`src/sv/bsa_pkg.sv`:
```
// bsa_pkg: shared constants, codes and structs of the bitmap slot allocator
// used by the channel interfaces, the front queue, the back engine and the top level
`default_nettype none
package bsa_pkg;
  localparam int unsigned WORD_W     = 64;
  localparam int unsigned BIT_W      = 6;
  localparam int unsigned MAP_WORDS  = 512;
  localparam int unsigned WADDR_W    = 9;
  localparam int unsigned SLOT_W     = 15;
  localparam int unsigned TOTAL_SLOTS = MAP_WORDS * WORD_W;
  localparam int unsigned INIT_SLOTS = 4096;
  localparam int unsigned MAX_RUN    = 64;
  localparam int unsigned CNT_W      = 7;
  localparam int unsigned OP_W       = 2;
  localparam int unsigned CFG_W      = 16;
  localparam int unsigned CFG_IDX_W  = 2;
  localparam int unsigned EXT_W      = 2 * WORD_W;
  localparam int unsigned EXT_IDX_W  = 8;
  localparam int unsigned LVLS       = 7;

  typedef enum logic [OP_W-1:0] {
    OP_INIT  = 2'd0,
    OP_ALLOC = 2'd1,
    OP_FREE  = 2'd2,
    OP_BAD   = 2'd3
  } op_e;

  typedef enum logic [CFG_IDX_W-1:0] {
    CFG_FREE_START = 2'd0,
    CFG_FREE_END   = 2'd1
  } cfg_idx_e;

  // what the back engine has to do with a request
  typedef enum logic [2:0] {
    K_INIT,
    K_ALLOC,
    K_FREE,
    K_NOP,
    K_FAIL
  } kind_e;

  typedef enum logic [2:0] {
    ST_CLEAR,
    ST_IDLE,
    ST_INIT,
    ST_ALLOC,
    ST_MARK,
    ST_MARK2,
    ST_FREE_RD,
    ST_FREE_WR
  } back_state_e;

  typedef struct packed {
    kind_e             kind;
    logic [CNT_W-1:0]  count;
    logic [SLOT_W-1:0] slot;
  } cmd_t;

  typedef struct packed {
    logic valid;
    cmd_t cmd;
  } front_out_t;

  typedef struct packed {
    logic pop;
    logic clearing;
  } back_stat_t;
endpackage
`default_nettype wire

```
`src/sv/bsa_if.sv`:
```
// bsa channel interfaces: request, response and register write channels
// depends on bsa_pkg for field widths
`default_nettype none
interface bsa_req_if;
  logic                         valid;
  logic                         ready;
  logic [bsa_pkg::OP_W-1:0]     op;
  logic [bsa_pkg::CNT_W-1:0]    count;
  logic [bsa_pkg::SLOT_W-1:0]   slot_index;
  modport source (output valid, op, count, slot_index, input ready);
  modport sink (input valid, op, count, slot_index, output ready);
endinterface

`default_nettype wire

```
`src/sv/bsa_front.sv`:
```
// bsa_front: accepts requests, classifies them and holds them in a two-entry queue
// depends on bsa_pkg and bsa_req_if
`default_nettype none
module bsa_front (
  input  wire                   clk_i,
  input  wire                   rst_ni,
  bsa_req_if.sink               req,
  input  bsa_pkg::back_stat_t   stat_i,
  output bsa_pkg::front_out_t   fout_o
);
  bsa_pkg::cmd_t entry_q [2];
  logic          wr_ptr_q, wr_ptr_d;
  logic          rd_ptr_q, rd_ptr_d;
  logic [1:0]    fill_q, fill_d;
  logic          push;
  bsa_pkg::cmd_t cmd_in;

  always_comb begin
    cmd_in.count = req.count;
    cmd_in.slot  = req.slot_index;
    case (bsa_pkg::op_e'(req.op))
      bsa_pkg::OP_INIT: cmd_in.kind = bsa_pkg::K_INIT;
      bsa_pkg::OP_ALLOC: begin
        if (req.count == '0 || 32'(req.count) > bsa_pkg::MAX_RUN) begin
          cmd_in.kind = bsa_pkg::K_FAIL;
        end else begin
          cmd_in.kind = bsa_pkg::K_ALLOC;
        end
      end
      bsa_pkg::OP_FREE: begin
        if (32'(req.slot_index) < bsa_pkg::TOTAL_SLOTS) begin
          cmd_in.kind = bsa_pkg::K_FREE;
        end else begin
          cmd_in.kind = bsa_pkg::K_NOP;
        end
      end
      default: cmd_in.kind = bsa_pkg::K_FAIL;
    endcase
  end

  assign req.ready = (fill_q != 2'd2) && !stat_i.clearing;
  assign push      = req.valid && req.ready;

  always_comb begin
    wr_ptr_d = wr_ptr_q ^ push;
    rd_ptr_d = rd_ptr_q ^ stat_i.pop;
    fill_d   = fill_q + {1'b0, push} - {1'b0, stat_i.pop};
  end

  always_ff @(posedge clk_i or negedge rst_ni) begin
    if (!rst_ni) begin
      wr_ptr_q <= 1'b0;
      rd_ptr_q <= 1'b0;
      fill_q   <= 2'd0;
    end else begin
      wr_ptr_q <= wr_ptr_d;
      rd_ptr_q <= rd_ptr_d;
      fill_q   <= fill_d;
    end
  end

  always_ff @(posedge clk_i) begin
    if (push) begin
      entry_q[wr_ptr_q] <= cmd_in;
    end
  end

  assign fout_o.valid = (fill_q != 2'd0);
  assign fout_o.cmd   = entry_q[rd_ptr_q];
endmodule
`default_nettype wire

```
`src/flat_wrapper.sv`:
```
// flat-port wrapper written by rule: the top's interface ports become plain ports
module bsa_front_flat 
  (clk_i, rst_ni, stat_i, fout_o, req_valid, req_op, req_count, req_slot_index, req_ready);
  bsa_req_if req_i ();
  input  wire clk_i;
  input  wire rst_ni;
  input  bsa_pkg::back_stat_t stat_i;
  output bsa_pkg::front_out_t fout_o;
  input wire logic [$bits(req_i.valid)-1:0] req_valid;
  input wire logic [$bits(req_i.op)-1:0] req_op;
  input wire logic [$bits(req_i.count)-1:0] req_count;
  input wire logic [$bits(req_i.slot_index)-1:0] req_slot_index;
  output wire logic [$bits(req_i.ready)-1:0] req_ready;
  assign req_i.valid = req_valid;
  assign req_i.op = req_op;
  assign req_i.count = req_count;
  assign req_i.slot_index = req_slot_index;
  assign req_ready = req_i.ready;
  bsa_front u_core (.clk_i(clk_i), .rst_ni(rst_ni), .req(req_i), .stat_i(stat_i), .fout_o(fout_o));
endmodule
```
`config.mk`:
```
export PLATFORM = sky130hd
export DESIGN_NAME = bsa_front_flat
export DESIGN_NICKNAME = d
export VERILOG_FILES = /design/src/sv/bsa_pkg.sv /design/src/sv/bsa_if.sv /design/src/sv/bsa_front.sv /design/src/flat_wrapper.sv
export SDC_FILE = /design/constraint.sdc
export NUM_CORES = 1
export LEC_CHECK = 0
export BUFFER_PORTS_ARGS = -buffer_cell sky130_fd_sc_hd__buf_2
export CAP_MARGIN = 20
export CORE_MARGIN = 5
export CORE_UTILIZATION = 45
export CTS_CLUSTER_DIAMETER = 60
export CTS_CLUSTER_SIZE = 28
export DETAILED_ROUTE_END_ITERATION = 12
export PLACE_DENSITY = 0.7
export SYNTH_ARGS = -nofsm -noshare
export SYNTH_HDL_FRONTEND = slang
export SYNTH_SLANG_ARGS = --single-unit
export TNS_END_PERCENT = 100
```
`constraint.sdc`:
```
create_clock -name clk_i -period 4 [get_ports clk_i]
set_clock_uncertainty 0.2 [all_clocks]
set_input_delay 0.2 -clock clk_i [delete_from_list [all_inputs] [get_ports clk_i]]
set_output_delay 0.2 -clock clk_i [all_outputs]
set_load 0.005 [all_outputs]
```
* Word level (Yosys, flattened, before mapping)
Memory sizes are Yosys's and may differ from the RTL's. Index checks and enable logic that the tools add are counted.
Storage, ports and cells: bits in registers 4, memory bits (writable) 50, input bits 29, output and inout bits 27, logic and storage cells 23, memories 1
Cells by class: $add $sub $neg 2, magnitude comparators 1, equal/unequal tests 3, multiplexer cells 4, bitwise logic cells 2, reduce and logical (&&, ||, !) cells 7
Memories:
- u_core.entry_q | words 2, bits a word 25, read ports 1, clocked after Yosys merged registers in 0, write ports 1, line bsa_front.sv:11 | bsa_pkg::cmd_t entry_q [2];
Operator list (number):
- case mux 3 bit (3 select lines) | 1
- > comparator 7 bit (second input constant) | 1
- zero test 7 bit | 1
- 2-to-1 mux 3 bit | 1
- adder 2 x 1 -> 2 bit | 1
- equality test 2 x 1 -> 1 bit (second input constant) | 1
- equality test 2 bit (second input constant) | 1
- logical AND 1 bit | 2
- zero test 2 bit | 1
- 2-to-1 mux 1 bit | 2
- != test 2 bit (second input constant) | 1
- nonzero test 2 bit | 1
- subtractor 2 x 1 -> 2 bit | 1
- XOR 1 bit | 2
- zero test 1 bit | 1
- logical OR 1 bit | 1

* Longest topological paths before layout
Gate-level depths: netlist of the first run.
word-level depth 5, mapped depth 6, gate-level depth less buffers 6

* Worst setup path before layout of the first run
OpenSTA, ideal clock, no wires.
path kind register to register, start point register u_core.fill_q[1], end point memory u_core.entry_q[1][0] (netlist name), enable pin, library setup time 0.384 ns, arrival 1.434 ns, required time 3.416 ns, slack 1.982 ns, stages on the path, launching flop included 4, path buffers 0, period minus slack after synthesis 2.018 ns, path through dfrtp_1 -> a21oi_1 -> and2_1 -> ha_1
Between the ends: word-level cells in the longest chain between the ends 5
Ends and longest elaborated chain:
- start: declaration | line bsa_front.sv:14 | logic [1:0] fill_q, fill_d;
- start signal: assignment | line bsa_front.sv:58 | fill_q <= fill_d;
- != test 2 bit | line bsa_front.sv:41 | assign req.ready = (fill_q != 2'd2) && !stat_i.clearing;
- logical AND 1 bit | line bsa_front.sv:41
- net req_ready | line flat_wrapper.sv:13 | output wire logic [$bits(req_i.ready)-1:0] req_ready;
- logical AND 1 bit | line bsa_front.sv:42 | assign push = req.valid && req.ready;
- 2-to-1 mux 1 bit | line bsa_front.sv:63 | if (push) begin
- 2-to-1 mux 1 bit (implied by the code) | line bsa_front.sv:64 | entry_q[wr_ptr_q] <= cmd_in;
- end: declaration | line bsa_front.sv:11
The timed path passes the listed nets, and every way through them passes these cells.

==> flow_summary.rst, run 1 <==
.. list-table::
   :header-rows: 1

   * - Metric
     - Value
   * - Endpoint of the worst register-to-register path
     - u_core.entry_q[0][7]$_DFFE_PP_
   * - Register bit count reported by yosys
     - 54
   * - Measured slew at the worst slew-check pin
     - 1.05 ns
   * - Switching power share of the total
     - 0.254
   * - Static leakage power
     - 1.07 nW
   * - Pin count of the biggest net entering global routing
     - 27
   * - Maximum fanout along the worst path
     - 26
   * - Most area-consuming cells after synthesis
     - sky130_fd_sc_hd__edfxtp_1 (73%), sky130_fd_sc_hd__mux2_2 (14%), sky130_fd_sc_hd__dfrtp_1 (4.9%)
   * - Share of the synthesized area in compound gates (AO/OA/AOI/OAI)
     - 0.0109
   * - Number of gates resized after CTS
     - 0
   * - Post-Syn Instances
     - 102
   * - Hold slack final
     - 0.0182 ns
   * - Overall track demand over capacity in global routing
     - 0.122
   * - DRC violation count after routing
     - 0
   * - Final worst path period share
     - 0.579
   * - Vias per cell
     - 4.75
   * - Worst reg2reg path depth
     - 5
   * - Syn nets
     - 135
   * - Share of synthesized cell area in full adder, half adder and majority cells
     - 0.0243
   * - Reg power frac
     - 0.515
   * - Core outline area
     - 0.00441 mm^2
   * - Sequential element share of the synthesized area
     - 0.777
   * - Chip Height
     - 77.7 um
   * - Area share of and/or/nand/nor cells after synthesis
     - 0.0249
   * - Via count of the first global-routing pass
     - 1,233
   * - Count of pins on the block boundary
     - 56
   * - Area taken by flip-flops and latches
     - 0.00160 mm^2
   * - Dominant combinational cell family by area after synthesis
     - multiplexers
   * - Routed Antenna Nets
     - 0
   * - CTS root buffer
     - sky130_fd_sc_hd__clkbuf_8
   * - Number of synthesis warnings
     - 0
   * - Combinational group share of total power
     - 0.253
   * - Multiplexer share of the synthesized area
     - 0.137
   * - Growth of design area from synthesis to finish
     - 35.0%
   * - Initial standard-cell utilization of the core
     - 0.467
   * - Number of buffers inserted during clock tree synthesis
     - 5
   * - Buffer count from post-CTS setup fixing
     - 0
   * - Site Rows
     - 24
   * - Xor/xnor cell area share of the yosys netlist
     - 0.0127
   * - Average detailed-routed wire length per instance
     - 15.0 um
   * - Top Layer Used
     - met4
   * - RR Startpoint
     - u_core.fill_q[0]$_DFF_PN0_
   * - Area of the multi-input gates
     - 432 um^2
   * - HPWL Detailed
     - 2.44 mm
   * - Hold Fails Final Rpt
     - 0
   * - Drt first pass iters
     - 4
   * - Minimum period implied by the final worst setup slack
     - 2.32 ns
   * - Fin nets
     - 221
   * - Max-cap violation count
     - 0
   * - Status
     - finished, final reports clean
   * - PwrDens
     - 544 mW/mm^2
   * - Cell area after synthesis
     - 0.00206 mm^2
   * - Antenna diode count
     - 0
   * - Depth of the CTS H-tree
     - 2
   * - Clock tree from TritonCTS
     - done
   * - Clock slew seen by the registers of the worst setup and hold paths
     - 0.09 ns
   * - GPL Wtd Cong
     - 0.724
   * - Die Area
     - 0.00604 mm^2
   * - Wl on met1
     - 1.49 mm
   * - Count of final max-slew check failures
     - 0
   * - Library cell with the largest summed area after synthesis
     - sky130_fd_sc_hd__edfxtp_1
   * - Iteration-0 DRC Markers
     - 41
   * - Pint
     - 1.13 mW
   * - Synthesized area per cell
     - 20.2 um^2
   * - Maximum ir drop on the vdd rail
     - 0.344 mV
   * - Setup slack of the worst register-to-register path
     - 1.92 ns
   * - Clock sink total
     - 54
   * - Slew margin rel.
     - 0.298
   * - Global route total overflow
     - 0
   * - Count of cell types in the netlist
     - 17
   * - Post-Route Setup TNS
     - 0 ns
   * - Top cell type's share of synthesized area
     - 0.728
   * - Type of the most critical hold path
     - in2async
   * - Maximum clock insertion buffer count
     - 2
   * - Detailed-route wire length
     - 3.61 mm
   * - Met3 wirelength from detailed routing
     - 275 um
   * - Final setup violation count
     - 0
   * - Number of I/O port buffers
     - 55
   * - Unrepaired setup endpoints after global routing
     - false
   * - Clock power share
     - 0.232
   * - Routed wl met2
     - 1.78 mm
   * - P_sw
     - 0.385 mW
   * - Worst-skew pair later-pin latency
     - 0.30 ns
   * - Crit start category
     - flop
   * - Share of final-layout standard cells stronger than drive strength 1
     - 0.492
   * - CP Data Arrival Time
     - 1.92 ns
   * - Crit path kind
     - reg2out
   * - Kind of capture point of the worst setup path
     - primary output
   * - Final core utilization
     - 0.630
   * - Antenna violations before repair
     - 0
   * - Wire length of the first global-routing pass
     - 5.65 mm
   * - Fill cell count
     - 327
   * - Number of hold buffers added after cts
     - 25
   * - Die X-Extent
     - 77.7 um
   * - CP required
     - 3.60 ns
   * - Fmax achieved
     - 0.432 GHz
   * - Vias post-DR
     - 1,145
## cell usage after synthesis
cell	instances
sky130_fd_sc_hd__or2_2	1
sky130_fd_sc_hd__inv_1	4
sky130_fd_sc_hd__a21oi_1	1
sky130_fd_sc_hd__nor2b_1	1
sky130_fd_sc_hd__or4_4	1
sky130_fd_sc_hd__and2_1	1
sky130_fd_sc_hd__dfrtp_1	4
sky130_fd_sc_hd__o31a_1	2
sky130_fd_sc_hd__xor2_1	1
sky130_fd_sc_hd__nor4_1	1
sky130_fd_sc_hd__ha_1	4
sky130_fd_sc_hd__mux2_2	25
sky130_fd_sc_hd__nor4b_2	1
sky130_fd_sc_hd__xnor2_1	2
sky130_fd_sc_hd__edfxtp_1	50
sky130_fd_sc_hd__buf_2	2
sky130_fd_sc_hd__clkbuf_1	1
## placed cells by master (no fill, tap or decap)
cell type and count:
sky130_fd_sc_hd__nor4_1 1, sky130_fd_sc_hd__bufinv_16 1, sky130_fd_sc_hd__or2_2 1, sky130_fd_sc_hd__nor4b_2 1, sky130_fd_sc_hd__mux2_2 25, sky130_fd_sc_hd__clkinvlp_4 2
sky130_fd_sc_hd__edfxtp_1 50, sky130_fd_sc_hd__xor2_1 1, sky130_fd_sc_hd__inv_1 4, sky130_fd_sc_hd__xnor2_1 2, sky130_fd_sc_hd__buf_2 55, sky130_fd_sc_hd__o31a_1 2
sky130_fd_sc_hd__and2_1 1, sky130_fd_sc_hd__a21oi_1 1, sky130_fd_sc_hd__clkbuf_8 5, sky130_fd_sc_hd__dlygate4sd3_1 25, sky130_fd_sc_hd__ha_1 4, sky130_fd_sc_hd__or4_4 1
sky130_fd_sc_hd__buf_8 2, sky130_fd_sc_hd__dfrtp_1 4, sky130_fd_sc_hd__nor2b_1 1
## layer usage
metal | GRT usage | vias up
met3 | 0.0463 | 4
met5 | 0 | -
met4 | 0.0567 | 0
met1 | 0.132 | 538
met2 | 0.209 | 39
li1 | - | 564
## how the worst max path moves through the flow
stage	slack, ns	to	from	cells past startpoint
CTS	1.63	fout_o[17]	u_core.rd_ptr_q$_DFF_PN0_	2
global route	1.57	fout_o[17]	u_core.rd_ptr_q$_DFF_PN0_	2
detailed placement	1.66	u_core.entry_q[0][4]$_DFFE_PP_	u_core.fill_q[0]$_DFF_PN0_	4
finish	1.68	fout_o[17]	u_core.rd_ptr_q$_DFF_PN0_	2
global placement	1.78	u_core.entry_q[0][4]$_DFFE_PP_	u_core.fill_q[1]$_DFF_PN0_	3
floorplan	1.98	u_core.entry_q[1][0]$_DFFE_PP_	u_core.fill_q[1]$_DFF_PN0_	3
## area by class of cell
type | instances | share of cell area
clock inverter | 3 | 0.0162
multi-input combinational | 41 | 0.155
inverter | 4 | 0.00540
tap | 52 | 0.0234
clock buffer | 5 | 0.0247
timing repair buffer | 82 | 0.200
sequential | 54 | 0.576
## metrics by stage
step	instance area (um^2)	instances	setup WS, ns	total power, mW
final	2780	241	1.68	1.51
after global routing	2780	241	1.57	1.59
after CTS	2750	239	1.63	1.53
after detailed placement	2390	206	1.66	1.16
after global placement	2390	206	1.78	1.14
after floorplan	2060	102	1.98	0.998
## power groups by stage
| stage | Combinational (mW) | Clock, mW | Sequential, mW |
|---|---|---|---|
| CTS | 0.380 | 0.364 | 0.786 |
| global route | 0.418 | 0.386 | 0.791 |
| floorplan | 0.259 | 0 | 0.739 |
| global placement | 0.351 | 0 | 0.791 |
| detailed placement | 0.358 | 0 | 0.798 |
| finish | 0.382 | 0.351 | 0.780 |
## state kept, by name, indices dropped and copies added, names as in the netlist
signal	cells
u_core.wr_ptr_q	1
u_core.fill_q	2
u_core.rd_ptr_q	1
u_core.entry_q	50
## worst max-delay path: stages (launching register included)
cell                      delay, ns
sky130_fd_sc_hd__dfrtp_1       1.05
sky130_fd_sc_hd__mux2_2        0.44
sky130_fd_sc_hd__buf_2         0.13
## cell families (layout without fill, tap and decap cells)
group	Yosys count	count (layout)
AND/OR/NAND/NOR	6	6
adder cells (fa/ha/maj)	4	4
XOR/XNOR	3	3
buffers and inverters	7	94
flip-flops	54	54
AO/OA/AOI/OAI	3	3
multiplexers	25	25
Power figures use the tool's default switching activity.
==> run 2, diff against run 1 <==
PLACE_DENSITY = 0.73   (was 0.7)
clock period = 1.9 ns   (was 4 ns; I/O delays follow)
==> flow_summary.rst, run 2 (synthesized netlist as in run 1, its figures left out) <==
.. list-table::
   :header-rows: 1

   * - Metric
     - Value
   * - Worst-skew pair later-pin latency
     - 0.29 ns (was 0.30 ns)
   * - Clock tree from TritonCTS
     - done (unchanged)
   * - Growth of design area from synthesis to finish
     - 35.9% (was 35.0%)
   * - Switching power share of the total
     - 0.263 (was 0.254)
   * - Depth of the CTS H-tree
     - 2 (unchanged)
   * - Count of final max-slew check failures
     - 0 (unchanged)
   * - Overall track demand over capacity in global routing
     - 0.133 (was 0.122)
   * - Final core utilization
     - 0.635 (was 0.630)
   * - Die Area
     - 0.00604 mm^2 (unchanged)
   * - Register ranked first by flip-flop count
     - u_core.entry_q (unchanged)
   * - CP Data Arrival Time
     - 1.49 ns (was 1.92 ns)
   * - Max reg flops
     - 50 (unchanged)
   * - Fmax achieved
     - 0.561 GHz
   * - Maximum clock insertion buffer count
     - 2 (unchanged)
   * - Wire length of the first global-routing pass
     - 6.20 mm (was 5.65 mm)
   * - Pint
     - 2.26 mW (was 1.13 mW)
   * - Clock power share
     - 0.189 (was 0.232)
   * - Vias per cell
     - 5.03 (was 4.75)
   * - Clock slew seen by the registers of the worst setup and hold paths
     - 0.08 ns (was 0.09 ns)
   * - Maximum ir drop on the vdd rail
     - 0.718 mV (was 0.344 mV)
   * - Average detailed-routed wire length per instance
     - 16.1 um (was 15.0 um)
   * - Kind of capture point of the worst setup path
     - primary output (unchanged)
   * - Post-Place Cells
     - 209 (was 206)
   * - Site Rows
     - 24 (unchanged)
   * - Reg power frac
     - 0.504 (was 0.515)
   * - Chip Height
     - 77.7 um (unchanged)
   * - Final worst path period share
     - 0.939
   * - Status
     - finished, final reports clean (unchanged)
   * - Iteration-0 DRC Markers
     - 69 (was 41)
   * - Hold slack final
     - 0.00156 ns (was 0.0182 ns)
   * - Detailed-route wire length
     - 3.92 mm (was 3.61 mm)
   * - Drt first pass iters
     - 4 (unchanged)
   * - Slew margin rel.
     - 0.766 (was 0.298)
   * - Number of buffers inserted during clock tree synthesis
     - 5 (unchanged)
   * - Measured slew at the worst slew-check pin
     - 0.352 ns (was 1.05 ns)
   * - Pin count of the biggest net entering global routing
     - 27 (unchanged)
   * - Static leakage power
     - 1.09 nW (was 1.07 nW)
   * - HPWL Detailed
     - 2.55 mm (was 2.44 mm)
   * - Antenna violations before repair
     - 0 (unchanged)
   * - Die X-Extent
     - 77.7 um (unchanged)
   * - Count of pins on the block boundary
     - 56 (unchanged)
   * - Fin nets
     - 224 (was 221)
   * - Number of I/O port buffers
     - 55 (unchanged)
   * - Most common library cell in the layout ignoring fill and taps
     - sky130_fd_sc_hd__buf_2 (unchanged)
   * - Antenna diode count
     - 0 (unchanged)
   * - Hold Fails Final Rpt
     - 0 (unchanged)
   * - Commonest cells after routing, fill and taps aside
     - sky130_fd_sc_hd__buf_2 (54), sky130_fd_sc_hd__edfxtp_1 (50), sky130_fd_sc_hd__dlygate4sd3_1 (27), sky130_fd_sc_hd__mux2_2 (25), sky130_fd_sc_hd__clkbuf_8 (5) (was sky130_fd_sc_hd__buf_2 (55), sky130_fd_sc_hd__edfxtp_1 (50), sky130_fd_sc_hd__mux2_2 (25), sky130_fd_sc_hd__dlygate4sd3_1 (25), sky130_fd_sc_hd__clkbuf_8 (5))
   * - CTS root buffer
     - sky130_fd_sc_hd__clkbuf_8 (unchanged)
   * - Unrepaired setup endpoints after global routing
     - false (unchanged)
   * - CP required
     - 1.60 ns (was 3.60 ns)
   * - GPL Wtd Cong
     - 0.675 (was 0.724)
   * - Crit path kind
     - reg2out (unchanged)
   * - Core outline area
     - 0.00441 mm^2 (unchanged)
   * - Initial standard-cell utilization of the core
     - 0.467 (unchanged)
   * - Leading registers by flop count
     - u_core.entry_q (50), u_core.fill_q (2) (unchanged)
   * - P_sw
     - 0.805 mW (was 0.385 mW)
   * - Via count of the first global-routing pass
     - 1,282 (was 1,233)
   * - Crit start category
     - flop (unchanged)
   * - Post-Route Setup TNS
     - 0 ns (unchanged)
   * - Final setup violation count
     - 0 (unchanged)
   * - Setup slack of the worst register-to-register path
     - 0.21 ns (was 1.92 ns)
   * - Maximum fanout along the worst path
     - 26 (unchanged)
   * - Routed Antenna Nets
     - 0 (unchanged)
   * - Minimum period implied by the final worst setup slack
     - 1.78 ns
   * - Type of the most critical hold path
     - in2reg (was in2async)
   * - Max-cap violation count
     - 0 (unchanged)
   * - PwrDens
     - 1090 mW/mm^2 (was 544 mW/mm^2)
   * - Global route total overflow
     - 0 (unchanged)
   * - Clock sink total
     - 54 (unchanged)
   * - Combinational group share of total power
     - 0.307 (was 0.253)
   * - Share of final-layout standard cells stronger than drive strength 1
     - 0.479 (was 0.492)
   * - Number of standard cells in the layout, taps in and fillers out
     - 244 (was 241)
   * - DRC violation count after routing
     - 0 (unchanged)
   * - Vias post-DR
     - 1,227 (was 1,145)
run 2: cell count changes in the layout (fill, tap and decap cells not counted):
| cell | change |
|---|---|
| sky130_fd_sc_hd__buf_12 | +2 |
| sky130_fd_sc_hd__buf_2 | -1 |
| sky130_fd_sc_hd__buf_4 | +1 |
| sky130_fd_sc_hd__buf_8 | -2 |
| sky130_fd_sc_hd__bufinv_16 | -1 |
| sky130_fd_sc_hd__clkbuf_1 | +1 |
| sky130_fd_sc_hd__clkinv_1 | +1 |
| sky130_fd_sc_hd__clkinv_2 | +1 |
| sky130_fd_sc_hd__clkinvlp_4 | -2 |
| sky130_fd_sc_hd__dlygate4sd3_1 | +2 |
| sky130_fd_sc_hd__dlymetal6s4s_1 | +1 |
| sky130_fd_sc_hd__nor4_1 | -1 |
| sky130_fd_sc_hd__nor4_2 | +1 |
run 2: repair_timing:
item / CTS / global route
hold endpoints to repair: 55 / 2
hold buffers: 27 / 1
gates resized for setup: 0 / 2
setup endpoints to repair: 0 / 3
setup buffers: 0 / 0
run 2: metal layers:
layer,global-route usage,part of all wire,up-vias
met1,0.148,0.37,601
met4,0.0309,0.013,0
met3,0.0509,0.075,7
met5,0,0,-
li1,-,-,572
met2,0.239,0.54,47
run 2: cell type report:
type	count	area, um^2
fill	337	1610
sequential	54	1600
clock buffer	6	72.6
timing repair buffer	85	601
tap	52	65.1
multi-input combinational	41	438
clock inverter	2	8.76
inverter	4	15.0
run 2: metrics by stage:
stage          setup slack [ns]  area [um^2]  power [mW]
2_1_floorplan            -0.118         2060        2.10
5_1_grt                  0.0316         2800        3.25
6_report                  0.116         2800        3.06
3_5_place_dp              0.154         2440        2.48
3_3_place_gp              0.186         2440        2.44
4_1_cts                  0.0377         2790        3.10
run 2: power by group through the flow:
stage | Sequential [mW] | Clock (mW) | Combinational, mW
4_1_cts | 1.55 | 0.603 | 0.953
2_1_floorplan | 1.56 | 0 | 0.545
3_3_place_gp | 1.56 | 0 | 0.881
6_report | 1.54 | 0.579 | 0.942
5_1_grt | 1.56 | 0.653 | 1.04
3_5_place_dp | 1.57 | 0 | 0.907
run 2: worst paths after layout:
| kind | startpoint | end | cells past startpoint |
|---|---|---|---|
| setup reg to reg | u_core.fill_q[0]$_DFF_PN0_ | u_core.entry_q[1][12]$_DFFE_PP_ | 5 |
| max in group asynchronous | rst_ni | u_core.wr_ptr_q$_DFF_PN0_ | 3 |
| min in group asynchronous | rst_ni | u_core.fill_q[1]$_DFF_PN0_ | 3 |
| hold / removal | req_valid | u_core.fill_q[0]$_DFF_PN0_ | 3 |
| hold reg to reg | u_core.fill_q[1]$_DFF_PN0_ | u_core.fill_q[1]$_DFF_PN0_ | 1 |
| setup / recovery | u_core.rd_ptr_q$_DFF_PN0_ | fout_o[11] | 3 |
run 2: worst max-delay path, cell delays in order, from the launching register on:
cell and delay (ns):
sky130_fd_sc_hd__dfrtp_1 0.34, sky130_fd_sc_hd__buf_4 0.33, sky130_fd_sc_hd__mux2_2 0.39, sky130_fd_sc_hd__buf_2 0.13
